===== config.mk =====
export PLATFORM = sky130hd
export DESIGN_NAME = base64url_stream_codec
export DESIGN_NICKNAME = d
export VERILOG_FILES = /design/src/hw/rtl/b64s_pkg.sv /design/src/hw/rtl/b64s_front.sv /design/src/hw/rtl/b64s_queue.sv /design/src/hw/rtl/b64s_back.sv /design/src/hw/rtl/base64url_stream_codec.sv
export SDC_FILE = /design/constraint.sdc
export NUM_CORES = 1
export LEC_CHECK = 0
export ABC_AREA = 1
export BUFFER_PORTS_ARGS = -buffer_cell sky130_fd_sc_hd__buf_2
export CAP_MARGIN = 5
export CORE_MARGIN = 3
export CORE_UTILIZATION = 40
export CTS_BUF_LIST = sky130_fd_sc_hd__clkbuf_8
export DETAILED_ROUTE_END_ITERATION = 8
export PLACE_DENSITY_LB_ADDON = 0.12
export SYNTH_ARGS = -nofsm -noshare
export SYNTH_HDL_FRONTEND = slang
export SYNTH_SLANG_ARGS = --single-unit

===== constraint.sdc =====
create_clock -name clk -period 4.3 [get_ports clk]
set_input_delay 0.645 -clock clk [delete_from_list [all_inputs] [get_ports clk]]
set_output_delay 0.645 -clock clk [all_outputs]
set_load 0.01 [all_outputs]

===== src/hw/rtl/b64s_pkg.sv =====
// Shared types, constants and character mapping functions for the base64url codec.
package b64s_pkg;

  localparam int QUEUE_DEPTH_DEFAULT = 4;

  localparam logic [7:0] ASCII_UPPER_A = 8'h41;
  localparam logic [7:0] ASCII_UPPER_Z = 8'h5A;
  localparam logic [7:0] ASCII_LOWER_A = 8'h61;
  localparam logic [7:0] ASCII_LOWER_Z = 8'h7A;
  localparam logic [7:0] ASCII_DIGIT_0 = 8'h30;
  localparam logic [7:0] ASCII_DIGIT_9 = 8'h39;
  localparam logic [7:0] ASCII_DASH    = 8'h2D;
  localparam logic [7:0] ASCII_UNDER   = 8'h5F;

  localparam logic [5:0] SYM_LOWER_BASE = 6'd26;
  localparam logic [5:0] SYM_DIGIT_BASE = 6'd52;
  localparam logic [5:0] SYM_DASH       = 6'd62;
  localparam logic [5:0] SYM_UNDER      = 6'd63;

  typedef struct packed {
    logic [7:0] data_in;
    logic       last_in;
  } in_item_t;

  typedef struct packed {
    logic [7:0] out_value;
    logic       out_valid;
    logic       last_out;
    logic       error;
  } out_item_t;

  typedef struct packed {
    out_item_t first;
    out_item_t second;
    logic      two;
  } job_t;

  function automatic logic [7:0] enc_char(input logic [5:0] six);
    logic [7:0] ext;
    ext = {2'b00, six};
    if (six < SYM_LOWER_BASE) begin
      return ASCII_UPPER_A + ext;
    end else if (six < SYM_DIGIT_BASE) begin
      return ASCII_LOWER_A + (ext - {2'b00, SYM_LOWER_BASE});
    end else if (six < SYM_DASH) begin
      return ASCII_DIGIT_0 + (ext - {2'b00, SYM_DIGIT_BASE});
    end else if (six == SYM_DASH) begin
      return ASCII_DASH;
    end else begin
      return ASCII_UNDER;
    end
  endfunction

  // Bit 6 flags a character outside the alphabet.
  function automatic logic [6:0] sym_dec(input logic [7:0] ch);
    logic [7:0] off;
    off = 8'h00;
    if (ch >= ASCII_UPPER_A && ch <= ASCII_UPPER_Z) begin
      off = ch - ASCII_UPPER_A;
      return {1'b0, off[5:0]};
    end else if (ch >= ASCII_LOWER_A && ch <= ASCII_LOWER_Z) begin
      off = ch - ASCII_LOWER_A + {2'b00, SYM_LOWER_BASE};
      return {1'b0, off[5:0]};
    end else if (ch >= ASCII_DIGIT_0 && ch <= ASCII_DIGIT_9) begin
      off = ch - ASCII_DIGIT_0 + {2'b00, SYM_DIGIT_BASE};
      return {1'b0, off[5:0]};
    end else if (ch == ASCII_DASH) begin
      return {1'b0, SYM_DASH};
    end else if (ch == ASCII_UNDER) begin
      return {1'b0, SYM_UNDER};
    end else begin
      return {1'b1, off[5:0]};
    end
  endfunction

endpackage


===== src/hw/rtl/b64s_front.sv =====
// Front end: accepts items, tracks group state and builds result jobs.
module b64s_front import b64s_pkg::*; (
  input  logic     clk,
  input  logic     rst_n,
  input  logic     cfg_we,
  input  logic     cfg_mode,
  input  logic     accept,
  input  in_item_t item,
  output logic     job_push,
  output job_t     job
);

  logic       mode_r, mode_nxt;
  logic [1:0] phase_r, phase_nxt;
  logic [5:0] carry_r, carry_nxt;
  logic [2:0] ccnt_r, ccnt_nxt;
  logic       err_r, err_nxt;

  logic [7:0]  d;
  logic [6:0]  sym;
  logic        nerr;
  logic [1:0]  nph;
  logic        emit;
  logic [7:0]  byte_v;
  out_item_t   status;
  out_item_t   blank;

  assign d = item.data_in;
  assign sym = sym_dec(d);

  always_comb begin
    mode_nxt  = mode_r;
    phase_nxt = phase_r;
    carry_nxt = carry_r;
    ccnt_nxt  = ccnt_r;
    err_nxt   = err_r;
    blank     = '{out_value: 8'h00, out_valid: 1'b0, last_out: 1'b0, error: 1'b0};
    job       = '{first: blank, second: blank, two: 1'b0};
    job_push  = 1'b0;
    nerr      = err_r | sym[6];
    nph       = phase_r + 2'd1;
    emit      = 1'b0;
    byte_v    = 8'h00;
    status    = '{out_value: 8'h00, out_valid: 1'b0, last_out: 1'b1,
                  error: nerr | (nph == 2'd1)};

    if (cfg_we) begin
      mode_nxt  = cfg_mode;
      phase_nxt = '0;
      carry_nxt = '0;
      ccnt_nxt  = '0;
      err_nxt   = 1'b0;
    end else if (accept && !mode_r) begin
      job_push = 1'b1;
      job.first.out_valid  = 1'b1;
      job.second.out_valid = 1'b1;
      case (phase_r)
        2'd0: begin
          job.first.out_value = enc_char(d[7:2]);
          carry_nxt = {4'b0000, d[1:0]};
          ccnt_nxt  = 3'd2;
          phase_nxt = 2'd1;
        end
        2'd1: begin
          job.first.out_value = enc_char({carry_r[1:0], d[7:4]});
          carry_nxt = {2'b00, d[3:0]};
          ccnt_nxt  = 3'd4;
          phase_nxt = 2'd2;
        end
        default: begin
          job.first.out_value  = enc_char({carry_r[3:0], d[7:6]});
          job.second.out_value = enc_char(d[5:0]);
          job.two   = 1'b1;
          carry_nxt = '0;
          ccnt_nxt  = '0;
          phase_nxt = 2'd0;
        end
      endcase
      if (item.last_in) begin
        if (ccnt_nxt == 3'd2) begin
          job.second.out_value = enc_char({carry_nxt[1:0], 4'b0000});
        end else if (ccnt_nxt == 3'd4) begin
          job.second.out_value = enc_char({carry_nxt[3:0], 2'b00});
        end
        job.two             = 1'b1;
        job.second.last_out = 1'b1;
        phase_nxt = '0;
        carry_nxt = '0;
        ccnt_nxt  = '0;
        err_nxt   = 1'b0;
      end
    end else if (accept) begin
      phase_nxt = nph;
      err_nxt   = nerr;
      if (!nerr) begin
        case (ccnt_r)
          3'd6: begin
            emit      = 1'b1;
            byte_v    = {carry_r, sym[5:4]};
            carry_nxt = {2'b00, sym[3:0]};
            ccnt_nxt  = 3'd4;
          end
          3'd4: begin
            emit      = 1'b1;
            byte_v    = {carry_r[3:0], sym[5:2]};
            carry_nxt = {4'b0000, sym[1:0]};
            ccnt_nxt  = 3'd2;
          end
          3'd2: begin
            emit      = 1'b1;
            byte_v    = {carry_r[1:0], sym[5:0]};
            carry_nxt = '0;
            ccnt_nxt  = 3'd0;
          end
          default: begin
            carry_nxt = sym[5:0];
            ccnt_nxt  = 3'd6;
          end
        endcase
      end
      if (emit) begin
        job.first = '{out_value: byte_v, out_valid: 1'b1, last_out: 1'b0, error: 1'b0};
        job.second = status;
        job.two   = item.last_in;
        job_push  = 1'b1;
      end else if (item.last_in) begin
        job.first = status;
        job_push  = 1'b1;
      end
      if (item.last_in) begin
        phase_nxt = '0;
        carry_nxt = '0;
        ccnt_nxt  = '0;
        err_nxt   = 1'b0;
      end
    end
  end

  always_ff @(posedge clk) begin
    if (!rst_n) begin
      mode_r  <= 1'b0;
      phase_r <= '0;
      carry_r <= '0;
      ccnt_r  <= '0;
      err_r   <= 1'b0;
    end else begin
      mode_r  <= mode_nxt;
      phase_r <= phase_nxt;
      carry_r <= carry_nxt;
      ccnt_r  <= ccnt_nxt;
      err_r   <= err_nxt;
    end
  end

endmodule


===== src/hw/rtl/b64s_queue.sv =====
// Job queue between the front end and the result sequencer.
module b64s_queue import b64s_pkg::*; #(
  parameter int DEPTH = QUEUE_DEPTH_DEFAULT
) (
  input  logic clk,
  input  logic rst_n,
  input  logic push,
  input  job_t wdata,
  output logic full,
  input  logic pop,
  output job_t rdata,
  output logic empty
);

  localparam int PW = (DEPTH > 1) ? $clog2(DEPTH) : 1;
  localparam int CW = $clog2(DEPTH + 1);

  job_t          mem_r [DEPTH];
  logic [PW-1:0] wr_ptr_r, wr_ptr_nxt;
  logic [PW-1:0] rd_ptr_r, rd_ptr_nxt;
  logic [CW-1:0] count_r, count_nxt;
  logic          do_push, do_pop;

  assign full    = (count_r == CW'(DEPTH));
  assign empty   = (count_r == '0);
  assign do_push = push && !full;
  assign do_pop  = pop && !empty;
  assign rdata   = mem_r[rd_ptr_r];

  always_comb begin
    wr_ptr_nxt = wr_ptr_r;
    rd_ptr_nxt = rd_ptr_r;
    count_nxt  = count_r;
    if (do_push) begin
      wr_ptr_nxt = (wr_ptr_r == PW'(DEPTH - 1)) ? '0 : wr_ptr_r + PW'(1);
    end
    if (do_pop) begin
      rd_ptr_nxt = (rd_ptr_r == PW'(DEPTH - 1)) ? '0 : rd_ptr_r + PW'(1);
    end
    if (do_push && !do_pop) begin
      count_nxt = count_r + CW'(1);
    end else if (do_pop && !do_push) begin
      count_nxt = count_r - CW'(1);
    end
  end

  always_ff @(posedge clk) begin
    if (do_push) begin
      mem_r[wr_ptr_r] <= wdata;
    end
  end

  always_ff @(posedge clk) begin
    if (!rst_n) begin
      wr_ptr_r <= '0;
      rd_ptr_r <= '0;
      count_r  <= '0;
    end else begin
      wr_ptr_r <= wr_ptr_nxt;
      rd_ptr_r <= rd_ptr_nxt;
      count_r  <= count_nxt;
    end
  end

endmodule


===== src/hw/rtl/b64s_back.sv =====
// Result sequencer: unpacks jobs into single items on the output register.
module b64s_back import b64s_pkg::*; (
  input  logic      clk,
  input  logic      rst_n,
  input  job_t      job,
  input  logic      job_empty,
  output logic      job_pop,
  input  logic      out_pop,
  output logic      out_empty,
  output out_item_t out_data
);

  out_item_t out_r, out_nxt;
  logic      ov_r, ov_nxt;
  out_item_t sec_r, sec_nxt;
  logic      sv_r, sv_nxt;
  logic      load_en;

  assign load_en   = !ov_r || out_pop;
  assign out_empty = !ov_r;
  assign out_data  = out_r;
  assign job_pop   = load_en && !sv_r && !job_empty;

  always_comb begin
    out_nxt = out_r;
    ov_nxt  = ov_r;
    sec_nxt = sec_r;
    sv_nxt  = sv_r;
    if (load_en) begin
      if (sv_r) begin
        out_nxt = sec_r;
        ov_nxt  = 1'b1;
        sv_nxt  = 1'b0;
      end else if (!job_empty) begin
        out_nxt = job.first;
        ov_nxt  = 1'b1;
        sec_nxt = job.second;
        sv_nxt  = job.two;
      end else begin
        ov_nxt = 1'b0;
      end
    end
  end

  always_ff @(posedge clk) begin
    out_r <= out_nxt;
    sec_r <= sec_nxt;
  end

  always_ff @(posedge clk) begin
    if (!rst_n) begin
      ov_r <= 1'b0;
      sv_r <= 1'b0;
    end else begin
      ov_r <= ov_nxt;
      sv_r <= sv_nxt;
    end
  end

endmodule


===== src/hw/rtl/base64url_stream_codec.sv =====
// Top level of the streaming base64url codec (unpadded URL alphabet).
// A result passes through the job queue and then the output register to the output ports.
// Throughput: one item per cycle for single-result items while results are popped;
// a second result waits in the sequencer for the single output register.
// Reset (synchronous, active low) selects encode mode and empties the job queue.
module base64url_stream_codec import b64s_pkg::*; #(
  parameter int QUEUE_DEPTH = QUEUE_DEPTH_DEFAULT
) (
  input  logic      clk,
  input  logic      rst_n,
  input  logic      in_push,
  output logic      in_full,
  input  in_item_t  in_data,
  output logic      out_empty,
  input  logic      out_pop,
  output out_item_t out_data,
  input  logic      cfg_valid,
  output logic      cfg_ready,
  input  logic      cfg_data
);

  logic accept;
  logic job_push, q_full, q_empty, q_pop;
  job_t job_w, job_rd;

  assign cfg_ready = 1'b1;
  assign in_full   = q_full;
  assign accept    = in_push && !q_full;

  b64s_front u_front (
    .clk      (clk),
    .rst_n    (rst_n),
    .cfg_we   (cfg_valid && cfg_ready),
    .cfg_mode (cfg_data),
    .accept   (accept),
    .item     (in_data),
    .job_push (job_push),
    .job      (job_w)
  );

  b64s_queue #(.DEPTH(QUEUE_DEPTH)) u_queue (
    .clk   (clk),
    .rst_n (rst_n),
    .push  (job_push),
    .wdata (job_w),
    .full  (q_full),
    .pop   (q_pop),
    .rdata (job_rd),
    .empty (q_empty)
  );

  b64s_back u_back (
    .clk       (clk),
    .rst_n     (rst_n),
    .job       (job_rd),
    .job_empty (q_empty),
    .job_pop   (q_pop),
    .out_pop   (out_pop),
    .out_empty (out_empty),
    .out_data  (out_data)
  );

endmodule


# [Yosys cells after proc, flatten, opt, wreduce, memory -nomap -nowiden]
# Memories as Yosys holds them, arrays and structs flattened. A register that Yosys moved wholly into a read port is not among the register bits.
# Index checks and enable logic that the tools add are counted.
[word_totals] register_bits=44 mem_bits_rw=92 output_inout_bits=14 elab_cells=234 n_memories=1
[op_classes] add_sub_neg=40 n_lt_le_gt_ge=24 n_eq_ne=19 mux=97 bitwise=5 reduce_logical=30
[memory_table] name="u_queue.mem_r" depth=4 word_bits=23 rd=1 rd_ports_with_merged_regs=1 write_ports=1 line="b64s_queue.sv:18" rtl="job_t mem_r [DEPTH];"
[ops] cell="8-bit 2-to-1 mux" count=23
[ops] cell="6-bit < comparator, second input constant" count=12
[ops] cell="7-bit 2-to-1 mux" count=9
[ops] cell="6-bit by 8-bit adder with 8-bit output, first input constant" count=6
[ops] cell="7-bit by 6-bit adder with 8-bit output, first input constant" count=6
[ops] cell="7-bit by 8-bit adder with 8-bit output, first input constant" count=6
[ops] cell="23-bit 2-to-1 mux" count=2
[ops] cell="6-bit 2-to-1 mux" count=7
[ops] cell="6-bit by 5-bit subtractor with 7-bit output, second input constant" count=6
[ops] cell="6-bit by 6-bit subtractor with 7-bit output, second input constant" count=6
[ops] cell="6-bit by 5-bit < comparator with 1-bit output, second input constant" count=6
[ops] cell="11-bit 2-to-1 mux" count=3
[ops] cell="3-bit 2-to-1 mux" count=10
[ops] cell="6-bit equality test, second input constant" count=4
[ops] cell="1-bit 2-to-1 mux" count=24
[ops] cell="8-bit case mux with 3 select lines" count=1
[ops] cell="2-bit 2-to-1 mux" count=10
[ops] cell="6-bit case mux with 3 select lines" count=1
[ops] cell="8-bit by 7-bit >= comparator with 1-bit output, second input constant" count=2
[ops] cell="8-bit by 7-bit <= comparator with 1-bit output, second input constant" count=2
[ops] cell="8-bit case mux with 2 select lines" count=1
[ops] cell="3-bit equality test, second input constant" count=4
[ops] cell="6-bit subtractor, second input constant" count=2
[ops] cell="1-bit logical AND" count=11
[ops] cell="32 further kinds" count=51

# [Depth between registers and ports, before layout]
# Gate-level depths: netlist of the first run.
[depth] ltp_word=20 depth_mapped=20 ltp_nobuf=18

# [By module]
# Synthesis of the first run repeated with hierarchy kept, for this count alone.
[unflattened] cells_unflattened=1197 area_unflattened_um2=9754.4
[modules_own_cells] mod="b64s_front" instances=1 cells_per_inst=823 area_each_um2=4559.4 seq_area_each_um2=240.2
[modules_own_cells] mod="b64s_queue" instances=1 cells_per_inst=294 area_each_um2=4240.3 seq_area_each_um2=2942.8
[modules_own_cells] mod="b64s_back" instances=1 cells_per_inst=76 area_each_um2=933.4 seq_area_each_um2=700.7
[modules_own_cells] mod="base64url_stream_codec" instances=1 cells_per_inst=4 area_each_um2=21.3 seq_area_each_um2=0.0

# [Worst setup path after synthesis of the first run]
# OpenSTA, ideal clock, no wires.
[synth_path] kind="in2reg" start="input in_data[3] (netlist name)" end="memory u_queue.mem_r[3][0] (netlist name) (enable)" setup_ns=0.403 arrival_ns=3.038 required_time_ns=3.897 setup_slack_ns=0.859 stages=13 n_path_buf=1 cell_sequence="buf_4 -> inv_1 -> ha_1 -> nand2_1 -> nand2_1 -> nand2_1 -> nand3_4 -> nand2_4 -> nand3_4 -> nand4_4 -> nand2_2 -> inv_1 -> nor2_1"
[synth_via] elab_chain_len=18
[synth_lines] element="start, declared" line="base64url_stream_codec.sv:13" rtl="input in_item_t in_data,"
[synth_lines] element="parallel branches: the longest is 5 deep, another holds 8-bit by 6-bit >= comparator with 1-bit output"
[synth_lines] element="7-bit 2-to-1 mux (*)" line="b64s_pkg.sv:58" rtl="if (ch >= ASCII_UPPER_A && ch <= ASCII_UPPER_Z) begin"
[synth_lines] element="1-bit OR (*)" line="b64s_front.sv:40" rtl="nerr = err_r | sym[6];"
[synth_lines] element="1-bit 2-to-1 mux (*)" line="b64s_front.sv:95" rtl="if (!nerr) begin"
[synth_lines] element="1-bit 2-to-1 mux (*)" line="b64s_front.sv:92" rtl="end else if (accept) begin"
[synth_lines] element="1-bit 2-to-1 mux (*)" line="b64s_front.sv:53" rtl="end else if (accept && !mode_r) begin"
[synth_lines] element="1-bit 2-to-1 mux (*)" line="b64s_front.sv:47" rtl="if (cfg_we) begin"
[synth_lines] element="1-bit 2-to-1 mux (*)" line="b64s_front.sv:121" rtl="if (emit) begin"
[synth_lines] element="1-bit 2-to-1 mux (*)" line="b64s_front.sv:92"
[synth_lines] element="1-bit 2-to-1 mux (*)" line="b64s_front.sv:53"
[synth_lines] element="1-bit 2-to-1 mux (*)" line="b64s_front.sv:47"
[synth_lines] element="1-bit logical AND (*)" line="b64s_queue.sv:26" rtl="assign do_push = push && !full;"
[synth_lines] element="via u_queue.do_push" line="b64s_queue.sv:22" rtl="logic do_push, do_pop;"
[synth_lines] element="1-bit 2-to-1 mux (*)" line="b64s_queue.sv:48" rtl="if (do_push) begin"
[synth_lines] element="1-bit 2-to-1 mux (not written as such) (*)" line="b64s_queue.sv:49" rtl="mem_r[wr_ptr_r] <= wdata;"
[synth_lines] element="end, declared" line="b64s_queue.sv:18"
# Mark *: on every way through the listed nets, which the timed path passes. The select of a mux whose other input is x is not followed.

# [Worst setup path in the final report of the first run]
[layout_path] start="input in_data[4] (netlist name)" end="register u_queue.count_r[2]"
[layout_via] elab_chain_len=19
[layout_lines] element="parallel branches: the longest is 5 deep, another holds 8-bit by 6-bit >= comparator with 1-bit output"
[layout_lines] element="7-bit 2-to-1 mux (*)" line="b64s_pkg.sv:58"
[layout_lines] element="1-bit OR (*)" line="b64s_front.sv:40"
[layout_lines] element="1-bit 2-to-1 mux (*)" line="b64s_front.sv:95"
[layout_lines] element="1-bit 2-to-1 mux (*)" line="b64s_front.sv:92"
[layout_lines] element="1-bit 2-to-1 mux (*)" line="b64s_front.sv:53"
[layout_lines] element="1-bit 2-to-1 mux (*)" line="b64s_front.sv:47"
[layout_lines] element="1-bit 2-to-1 mux (*)" line="b64s_front.sv:121"
[layout_lines] element="1-bit 2-to-1 mux (*)" line="b64s_front.sv:92"
[layout_lines] element="1-bit 2-to-1 mux (*)" line="b64s_front.sv:53"
[layout_lines] element="1-bit 2-to-1 mux (*)" line="b64s_front.sv:47"
[layout_lines] element="1-bit logical AND (*)" line="b64s_queue.sv:26"
[layout_lines] element="via u_queue.do_push" line="b64s_queue.sv:22"
[layout_lines] element="1-bit zero test" line="b64s_queue.sv:42" rtl="end else if (do_pop && !do_push) begin"
[layout_lines] element="1-bit logical AND" line="b64s_queue.sv:42"
[layout_lines] element="2-bit nonzero test (no line)"
[layout_lines] element="end signal, assigned" line="b64s_queue.sv:61" rtl="count_r <= count_nxt;"
[layout_lines] element="end, declared" line="b64s_queue.sv:21" rtl="logic [CW-1:0] count_r, count_nxt;"
# Marked as above.
# A chain may end at the register's enable or synchronous reset.

==> qor_table.md, run 1 <==
| Step | Item | Value |
|---|---|---|
| detailed routing | Iteration count of the initial detailed-routing pass | 6 |
| timing | Number of pins with negative max-slew slack in the final report | 0 |
| detailed routing | Vias | 7809 |
| timing | Setup slack of the critical path after layout | 1.14 ns |
| timing | Number of setup violations in the final report | 0 |
| floorplanning | Die H | 158 um |
| detailed routing | Detail Route Antenna Nets | 0 |
| power and ir drop | Total chip power | 0.00428 W |
| floorplanning | Starting utilization of the core area | 40.8% |
| placement | Number of input and output port buffers inserted | 27 |
| clock network | Post CTS Setup Buffer Count | 0 |
| detailed routing | Routed vias/inst | 5.16 |
| setup path | Maximum fanout along the worst path | 13 |
| clock network | Post-cts repair resize count | 0 |
| timing | Final-report hold violation count | 0 |
| synthesis | Post-Synthesis Mean Instance Area | 7.95 um2 |
| synthesis | Biggest area consumer among synthesized cells | sky130_fd_sc_hd__edfxtp_1 |
| finish | Share of the core filled with cells in the final layout | 44.5% |
| finish | Diode count | 0 |
| setup path | Startpoint-to-endpoint class of the critical path | input pin to flip-flop |
| placement | Final weighted congestion in routability-driven placement | 0.876 |
| synthesis | Gate Count Post-Synth | 1170 |
| timing | Minimum clock period after layout | 3.16 ns |
| timing | Fin Setup TNS | 0 ns |
| flow run | Max-cap violations | 0 |
| global routing | Total global routing track utilization | 20.6% |
| timing | Worst Skew | 0.0181 ns |
| detailed routing | Final wirelength | 25.2 mm |
| timing | Portion of the clock cycle consumed by the worst path in the final layout | 73.4% |
| run status | Outcome | completed |
| floorplanning | Top-level port count | 29 |
| clock network | Source-to-sink clock delay at the later pin of the worst-skew pair | 0.42 ns |
| clock network | Clock edge transition at the registers on the reported setup and hold paths | 0.09 ns |
| setup path | Data arrival time of the worst path | 3.47 ns |
| floorplanning | Number of cell rows | 55 |
| timing | Tightest Pin Transition | 0.853 ns |
| clock network | Hold bufs inserted after CTS | 0 |
| power and ir drop | Max VDD drop | 232 uV |
| floorplanning | Core Footprint | 22800 um2 |
| global routing | Antenna violations before repair | 0 |
| synthesis | Area share of the largest cell type after synthesis | 36.8% |
| synthesis | Total standard cell area after synthesis | 9300 um2 |
| global routing | Global route overflow | 0 |
| hold path | Hold crit path type | flip-flop to flip-flop |
| finish | Area of all sequential standard cells | 3880 um2 |
| setup path | CP Launch Type | input pin |
| power and ir drop | Power density over cell area | 422 nW/um2 |
| synthesis | Cells taking the most area after synthesis | sky130_fd_sc_hd__edfxtp_1, sky130_fd_sc_hd__nand2_1, sky130_fd_sc_hd__ha_1 |
| floorplanning | Die outline width | 158 um |
| setup path | Endpoint class of the critical path | flip-flop |
| power and ir drop | LEAKAGE | 4.29 nW |
| detailed routing | DRC | 0 |
| clock network | CTS Root Cell | sky130_fd_sc_hd__clkbuf_8 |
| clock network | Deepest level of the CTS H-tree | 4 |
| floorplanning | Full die area | 25100 um2 |
| placement | Half-perimeter wire length after detailed placement | 18.7 mm |
| setup path | Worst endpoint required time | 4.62 ns |
| global routing | Pin count of the biggest net entering global routing | 47 |
| timing | Highest achievable clock rate | 0.317 GHz |
| finish | Syn-to-layout area delta | 8.95% |
| placement | DP Worst Slack | 0.703 ns |
| synthesis | Net Count, Synth | 1248 |
| timing | Max-slew headroom at the worst pin | 43.1% |
| synthesis | Synthesis Warnings | 0 |
| clock network | CTS tree | done |
| finish | Total area of multi-input combinational cells | 4740 um2 |
| clock network | Total clock buffers created by CTS | 17 |
| finish | Filler cell count in the final layout | 2307 |
| timing | Minimum hold slack | 0.478 ns |
| finish | Final layout net count | 1267 |
| detailed routing | Average wire per standard cell | 16.6 um |
| global routing | Wire length of the first global-routing pass | 40.3 mm |
| finish | Fraction of layout cells with a size suffix above 1 | 10.8% |
| global routing | Vias in the first global route | 7477 |
| synthesis | Sequential element share of the synthesized area | 41.8% |
| detailed routing | Number of DRC markers after the initial detailed-route iteration | 530 |
| synthesis | Number of flip-flops and latches in the synthesized netlist | 137 |
| clock network | Total number of clock tree sinks | 137 |
| clock network | Number of buffers on the longest clock path | 2 |
| timing | Unrepaired setup endpoints after global routing | false |
| synthesis | Post-synth cell types | 47 |
-- cell usage in the layout, fill, tap and decap left out, types with 9 or more instances in the layout --
| master | count |
|---|---|
| sky130_fd_sc_hd__buf_2 | 27 |
| sky130_fd_sc_hd__nor2_1 | 161 |
| sky130_fd_sc_hd__inv_2 | 16 |
| sky130_fd_sc_hd__o211ai_1 | 11 |
| sky130_fd_sc_hd__xor2_1 | 17 |
| sky130_fd_sc_hd__inv_1 | 110 |
| sky130_fd_sc_hd__ha_1 | 62 |
| sky130_fd_sc_hd__o22ai_1 | 13 |
| sky130_fd_sc_hd__xnor2_1 | 15 |
| sky130_fd_sc_hd__a31oi_1 | 21 |
| sky130_fd_sc_hd__clkbuf_8 | 17 |
| sky130_fd_sc_hd__buf_4 | 9 |
| sky130_fd_sc_hd__edfxtp_1 | 114 |
| sky130_fd_sc_hd__nand2_2 | 13 |
| sky130_fd_sc_hd__dfxtp_1 | 23 |
| sky130_fd_sc_hd__nand2_1 | 251 |
| sky130_fd_sc_hd__nand3_1 | 101 |
| sky130_fd_sc_hd__o21ai_0 | 86 |
| sky130_fd_sc_hd__a21oi_1 | 52 |
-- cells in the mapped netlist, drive strengths merged --
cell type    n
buf         19
or2          2
o21a         1
nor2       172
inv        127
nand3      109
o221ai       3
o22ai       13
conb         1
nand3b       2
clkbuf      17
nand2      270
a22oi        2
o211a        1
ha          62
edfxtp     114
nand4        8
xnor2       15
fa           1
o31ai        3
a21oi       53
o211ai      11
xor2        17
dfxtp       23
nor3         4
a31oi       21
o21ai       93
clkinv       3
o21bai       3
-- per-stage QoR --
step | instances | area [um2]
floorplan | 1170 | 9300
global placement | 1483 | 9720
detailed placement | 1483 | 9720
CTS | 1514 | 10100
global route | 1514 | 10100
finish | 1514 | 10100
-- cell type report --
cell class | count | share of cell area (%)
clock buffers | 17 | 2.31
multi-input cells | 867 | 46.8
flip-flops and latches | 137 | 38.3
well taps | 313 | 3.87
clock inverters | 14 | 1.80
inverters | 130 | 4.91
repair buffers | 36 | 2.00
-- state kept, by name, indices dropped and copies added, names as in the netlist, named ones only --
| signal | cells |
|---|---|
| u_back.sv_r | 1 |
| u_back.ov_r | 1 |
| u_front.carry_r | 6 |
| u_queue.wr_ptr_r | 2 |
| u_front.phase_r | 2 |
| u_queue.rd_ptr_r | 2 |
| u_queue.mem_r | 92 |
| u_queue.count_r | 3 |
| u_front.mode_r | 1 |
| u_front.ccnt_r | 2 |
| u_back.out_data | 11 |
| u_front.err_r | 1 |
| u_back.sec_r | 11 |
-- routing by layer --
metal / part of all wire, % / GRT usage (%)
met5: 0 / 0
met4: 1.5 / 5.16
met3: 3.9 / 2.20
met2: 49 / 36.0
met1: 46 / 27.4
-- worst paths after layout --
kind                                                       from                         endpoint  slack (ns)  cells after the start
worst min-delay path                 u_front.err_r$_SDFFE_PP0P_       u_front.err_r$_SDFFE_PP0P_        0.48                      2
worst max-delay path                                 in_data[4]  u_queue.count_r[2]$_SDFFE_PN0P_        1.14                     18
worst min register to register       u_front.err_r$_SDFFE_PP0P_       u_front.err_r$_SDFFE_PP0P_        0.48                      2
worst max register to register  u_front.phase_r[0]$_SDFFE_PP0P_   u_queue.mem_r[2][10]$_DFFE_PP_        1.24                     14
-- power breakdown --
part           switching, W  internal, W
Clock              0.000474     0.000624
Sequential        0.0000971      0.00172
Combinational      0.000938     0.000428
Total               0.00151      0.00277
-- worst max-delay path, stage by stage --
cell                      delay [ns]
sky130_fd_sc_hd__buf_2          0.19
sky130_fd_sc_hd__inv_1          0.30
sky130_fd_sc_hd__ha_1           0.31
sky130_fd_sc_hd__nand2_1        0.07
sky130_fd_sc_hd__nand2_1        0.13
sky130_fd_sc_hd__nand2_1        0.11
sky130_fd_sc_hd__nand3_4        0.11
sky130_fd_sc_hd__nand2_4        0.09
sky130_fd_sc_hd__nand3_4        0.13
sky130_fd_sc_hd__nand4_4        0.14
sky130_fd_sc_hd__nand2_2        0.13
sky130_fd_sc_hd__ha_1           0.14
sky130_fd_sc_hd__inv_1          0.07
sky130_fd_sc_hd__fa_1           0.44
sky130_fd_sc_hd__a21oi_1        0.14
sky130_fd_sc_hd__o21ai_0        0.10
sky130_fd_sc_hd__o21ai_0        0.16
sky130_fd_sc_hd__a21oi_1        0.05
-- kinds of logic after synthesis --
family | count (synthesis) | share of synthesized area (%)
and+or+nand+nor | 567 | 26.9
other | 1 | 0.0403
AOI/OAI and AO/OA | 204 | 12.3
adders and majority gates | 63 | 8.56
buffers and inverters | 166 | 7.44
xor gates and xnor gates | 32 | 3.01
DFF | 137 | 41.8
Note: power is estimated with default switching activity, not from simulation.
==> run 2, diff against run 1 <==
Clock period 4.3 ns to 2.6 ns, I/O delays scaled along.
==> run 2 against run 1 <==
Effect of this change:
- combinational power grew 85%
- power grew 68%
- clock power grew 53%
- wire length grew 2.9%
- hold slack lost 0.26 ns
- critical path depth shrank 7
- non-clock buffer count grew 119
- utilization grew 4.2 points
- critical path type is now flip-flop to flip-flop
==> qor_table.md, run 2 (same netlist as run 1, synthesis figures left out) <==
| Step | Item | Value | vs previous |
|---|---|---|---|
| clock network | Clock edge transition at the registers on the reported setup and hold paths | 0.09 ns | about the same |
| placement | DP Worst Slack | -0.286 ns | -0.988 ns |
| clock network | Total clock buffers created by CTS | 17 | unchanged |
| finish | Syn-to-layout area delta | 19.2% |  |
| power and ir drop | Clock Power Share | 23.4% | -2.3 points |
| global routing | Pin count of the biggest net entering global routing | 25 | -47% |
| finish | Most common cell after layout, fill and taps aside | sky130_fd_sc_hd__nand2_1 |  |
| floorplanning | Core Footprint | 22800 um2 | unchanged |
| placement | Placement-stage cell area | 10600 um2 | +9.6% |
| clock network | CTS tree | done |  |
| timing | Fin Setup TNS | 0 ns | unchanged |
| finish | Total area of multi-input combinational cells | 4780 um2 | +0.82% |
| clock network | CTS Root Cell | sky130_fd_sc_hd__clkbuf_8 |  |
| timing | Portion of the clock cycle consumed by the worst path in the final layout | 91.9% |  |
| timing | Minimum clock period after layout | 2.39 ns |  |
| detailed routing | Number of DRC markers after the initial detailed-route iteration | 484 | -8.7% |
| floorplanning | Top-level port count | 29 | unchanged |
| setup path | Most frequent cell on the critical path | sky130_fd_sc_hd__nand2_1 |  |
| setup path | Worst endpoint required time | 2.73 ns | -1.89 ns |
| power and ir drop | Power share of the sequential group | 41.2% | -1.2 points |
| setup path | Endpoint class of the critical path | flip-flop |  |
| run status | Outcome | completed |  |
| timing | Number of setup violations in the final report | 0 | unchanged |
| detailed routing | DRC | 0 | unchanged |
| hold path | Hold crit path type | input pin to flip-flop |  |
| placement | Number of input and output port buffers inserted | 27 | unchanged |
| finish | Largest register FFs | 92 | unchanged |
| floorplanning | Full die area | 25100 um2 | unchanged |
| setup path | Startpoint-to-endpoint class of the critical path | flip-flop to flip-flop |  |
| finish | Diode count | 0 | unchanged |
| floorplanning | Die H | 158 um | unchanged |
| setup path | Delay of the slowest cell on the worst path | 0.41 ns | -0.03 ns |
| floorplanning | Die outline width | 158 um | unchanged |
| global routing | Total global routing track utilization | 21.0% | +0.35 points |
| timing | Number of pins with negative max-slew slack in the final report | 0 | unchanged |
| power and ir drop | Power density over cell area | 647 nW/um2 | +53% |
| clock network | Hold bufs inserted after CTS | 0 | unchanged |
| clock network | Source-to-sink clock delay at the later pin of the worst-skew pair | 0.43 ns | about the same |
| flow run | Max-cap violations | 0 | unchanged |
| clock network | Number of buffers on the longest clock path | 2 | unchanged |
| finish | Register ranked first by flip-flop count | u_queue.mem_r |  |
| detailed routing | Vias | 8152 | +4.4% |
| timing | Max-slew headroom at the worst pin | 48.4% | +5.3 points |
| timing | Highest achievable clock rate | 0.419 GHz |  |
| detailed routing | Final wirelength | 25.9 mm | +2.9% |
| setup path | List of cells traversed by the critical path | buf_4 > ha_1 > nand2_1 > inv_1 > nor2_1 > nor2_1 > nand2_1 > o211ai_1 > nand3_1 > o211ai_1 > nand2_1 |  |
| setup path | Data arrival time of the worst path | 2.52 ns | -0.95 ns |
| detailed routing | Routed vias/inst | 4.99 | -3.3% |
| detailed routing | Average wire per standard cell | 15.8 um | -4.7% |
| power and ir drop | Internal Power | 0.00459 W | +66% |
| power and ir drop | Total chip power | 0.00717 W | +68% |
| power and ir drop | Share of total power in combinational logic | 35.4% | +3.5 points |
| timing | Worst Skew | 0.0179 ns | -0.000183 ns |
| placement | Final weighted congestion in routability-driven placement | 0.867 | -1.0% |
| finish | Post-layout instance area | 11100 um2 | +9.4% |
| floorplanning | Number of cell rows | 55 | unchanged |
| power and ir drop | LEAKAGE | 4.85 nW | +13% |
| finish | Area of all sequential standard cells | 3890 um2 | about the same |
| setup path | CP Launch Type | flip-flop |  |
| finish | Filler cell count in the final layout | 2273 | -1.5% |
| clock network | Deepest level of the CTS H-tree | 4 | unchanged |
| clock network | Total number of clock tree sinks | 137 | unchanged |
| timing | Tightest Pin Transition | 0.772 ns | -0.0811 ns |
| setup path | Family with the most delay on the worst path | simple AND/OR/NAND/NOR gates |  |
| floorplanning | Starting utilization of the core area | 40.8% | unchanged |
| global routing | Wire length of the first global-routing pass | 41.1 mm | +2.0% |
| power and ir drop | Switching part of the total power | 36.0% | +0.72 points |
| setup path | Maximum fanout along the worst path | 7 | -6 |
| setup path | Slowest cell on crit path | sky130_fd_sc_hd__dfxtp_1 |  |
| placement | Half-perimeter wire length after detailed placement | 19.8 mm | +5.9% |
| timing | Setup slack of the critical path after layout | 0.211 ns | -0.932 ns |
| detailed routing | Detail Route Antenna Nets | 0 | unchanged |
| global routing | Vias in the first global route | 7859 | +5.1% |
| detailed routing | Iteration count of the initial detailed-routing pass | 5 | -1 |
| power and ir drop | Switching power summed over all nets | 0.00258 W | +71% |
| power and ir drop | Max VDD drop | 305 uV | +32% |
| finish | Fraction of layout cells with a size suffix above 1 | 19.9% | +9.1 points |
| global routing | Antenna violations before repair | 0 | unchanged |
| finish | Final layout net count | 1386 | +9.4% |
| timing | Unrepaired setup endpoints after global routing | false |  |
| setup path | Crit path buf inv count | 2 | -1 |
| global routing | Global route overflow | 0 | unchanged |
| timing | Final-report hold violation count | 0 | unchanged |
| finish | Leading cell types in the layout, fill and taps excluded | sky130_fd_sc_hd__nand2_1, sky130_fd_sc_hd__nor2_1, sky130_fd_sc_hd__buf_4, sky130_fd_sc_hd__edfxtp_1, sky130_fd_sc_hd__inv_1 |  |
run 2: path summary, 6_finish.rpt:
check	from	to	cells after the start	slack, ns
setup / recovery	u_front.carry_r[0]$_SDFFE_PP0P_	u_queue.mem_r[3][17]$_DFFE_PP_	11	0.21
hold reg to reg	u_front.err_r$_SDFFE_PP0P_	u_front.err_r$_SDFFE_PP0P_	2	0.48
hold / removal	cfg_data	u_front.mode_r$_SDFFE_PN0P_	3	0.22
setup reg to reg	u_front.carry_r[0]$_SDFFE_PP0P_	u_queue.mem_r[3][17]$_DFFE_PP_	11	0.21
run 2: per-layer routing:
layer  up-vias  share of wire, %  GRT usage (%)
met3        29               3.2           2.31
met1      3770                45           26.8
met4         0               1.6           5.65
li1       4187                 -              -
met5         -                 0              0
met2       166                50           37.7
run 2: area by class of cell:
class                   count  area share, %
multi-input cells         867           43.1
repair buffers            155           10.3
inverters                 130           4.56
flip-flops and latches    137           35.1
well taps                 313           3.53
clock inverters            15           1.35
clock buffers              17           2.11
run 2: repair_timing:
item / in CTS / in global routing
endpoints found under the setup margin: 4 / 13
buffers inserted: 0 / 2
pin swaps: 0 / 3
gates resized for setup: 1 / 13
run 2: power by group through the flow:
stage	clock network [W]	registers, W	logic (W)
6_report	0.00168	0.00296	0.00254
5_1_grt	0.00181	0.00299	0.00287
4_1_cts	0.00171	0.00296	0.00254
3_5_place_dp	0	0.00301	0.00253
3_3_place_gp	0	0.00301	0.00252
2_1_floorplan	0	0.00303	0.00157
run 2: worst reg2reg max path, cell delays in order, from the launching register on:
cell and delay [ns]:
sky130_fd_sc_hd__dfxtp_1 0.41, sky130_fd_sc_hd__buf_4 0.20, sky130_fd_sc_hd__ha_1 0.16, sky130_fd_sc_hd__nand2_1 0.05, sky130_fd_sc_hd__inv_1 0.08, sky130_fd_sc_hd__nor2_1 0.05, sky130_fd_sc_hd__nor2_1 0.30, sky130_fd_sc_hd__nand2_1 0.19
sky130_fd_sc_hd__o211ai_1 0.25, sky130_fd_sc_hd__nand3_1 0.10, sky130_fd_sc_hd__o211ai_1 0.11, sky130_fd_sc_hd__nand2_1 0.18
run 2: per-stage QoR:
stage	instances	util [%]	hold slack, ns
6_report	1634	48.7	0.217
2_1_floorplan	1170	-	0.440
3_3_place_gp	1600	46.8	0.457
4_1_cts	1632	48.5	0.209
3_5_place_dp	1600	46.8	0.461
5_1_grt	1634	48.7	0.223
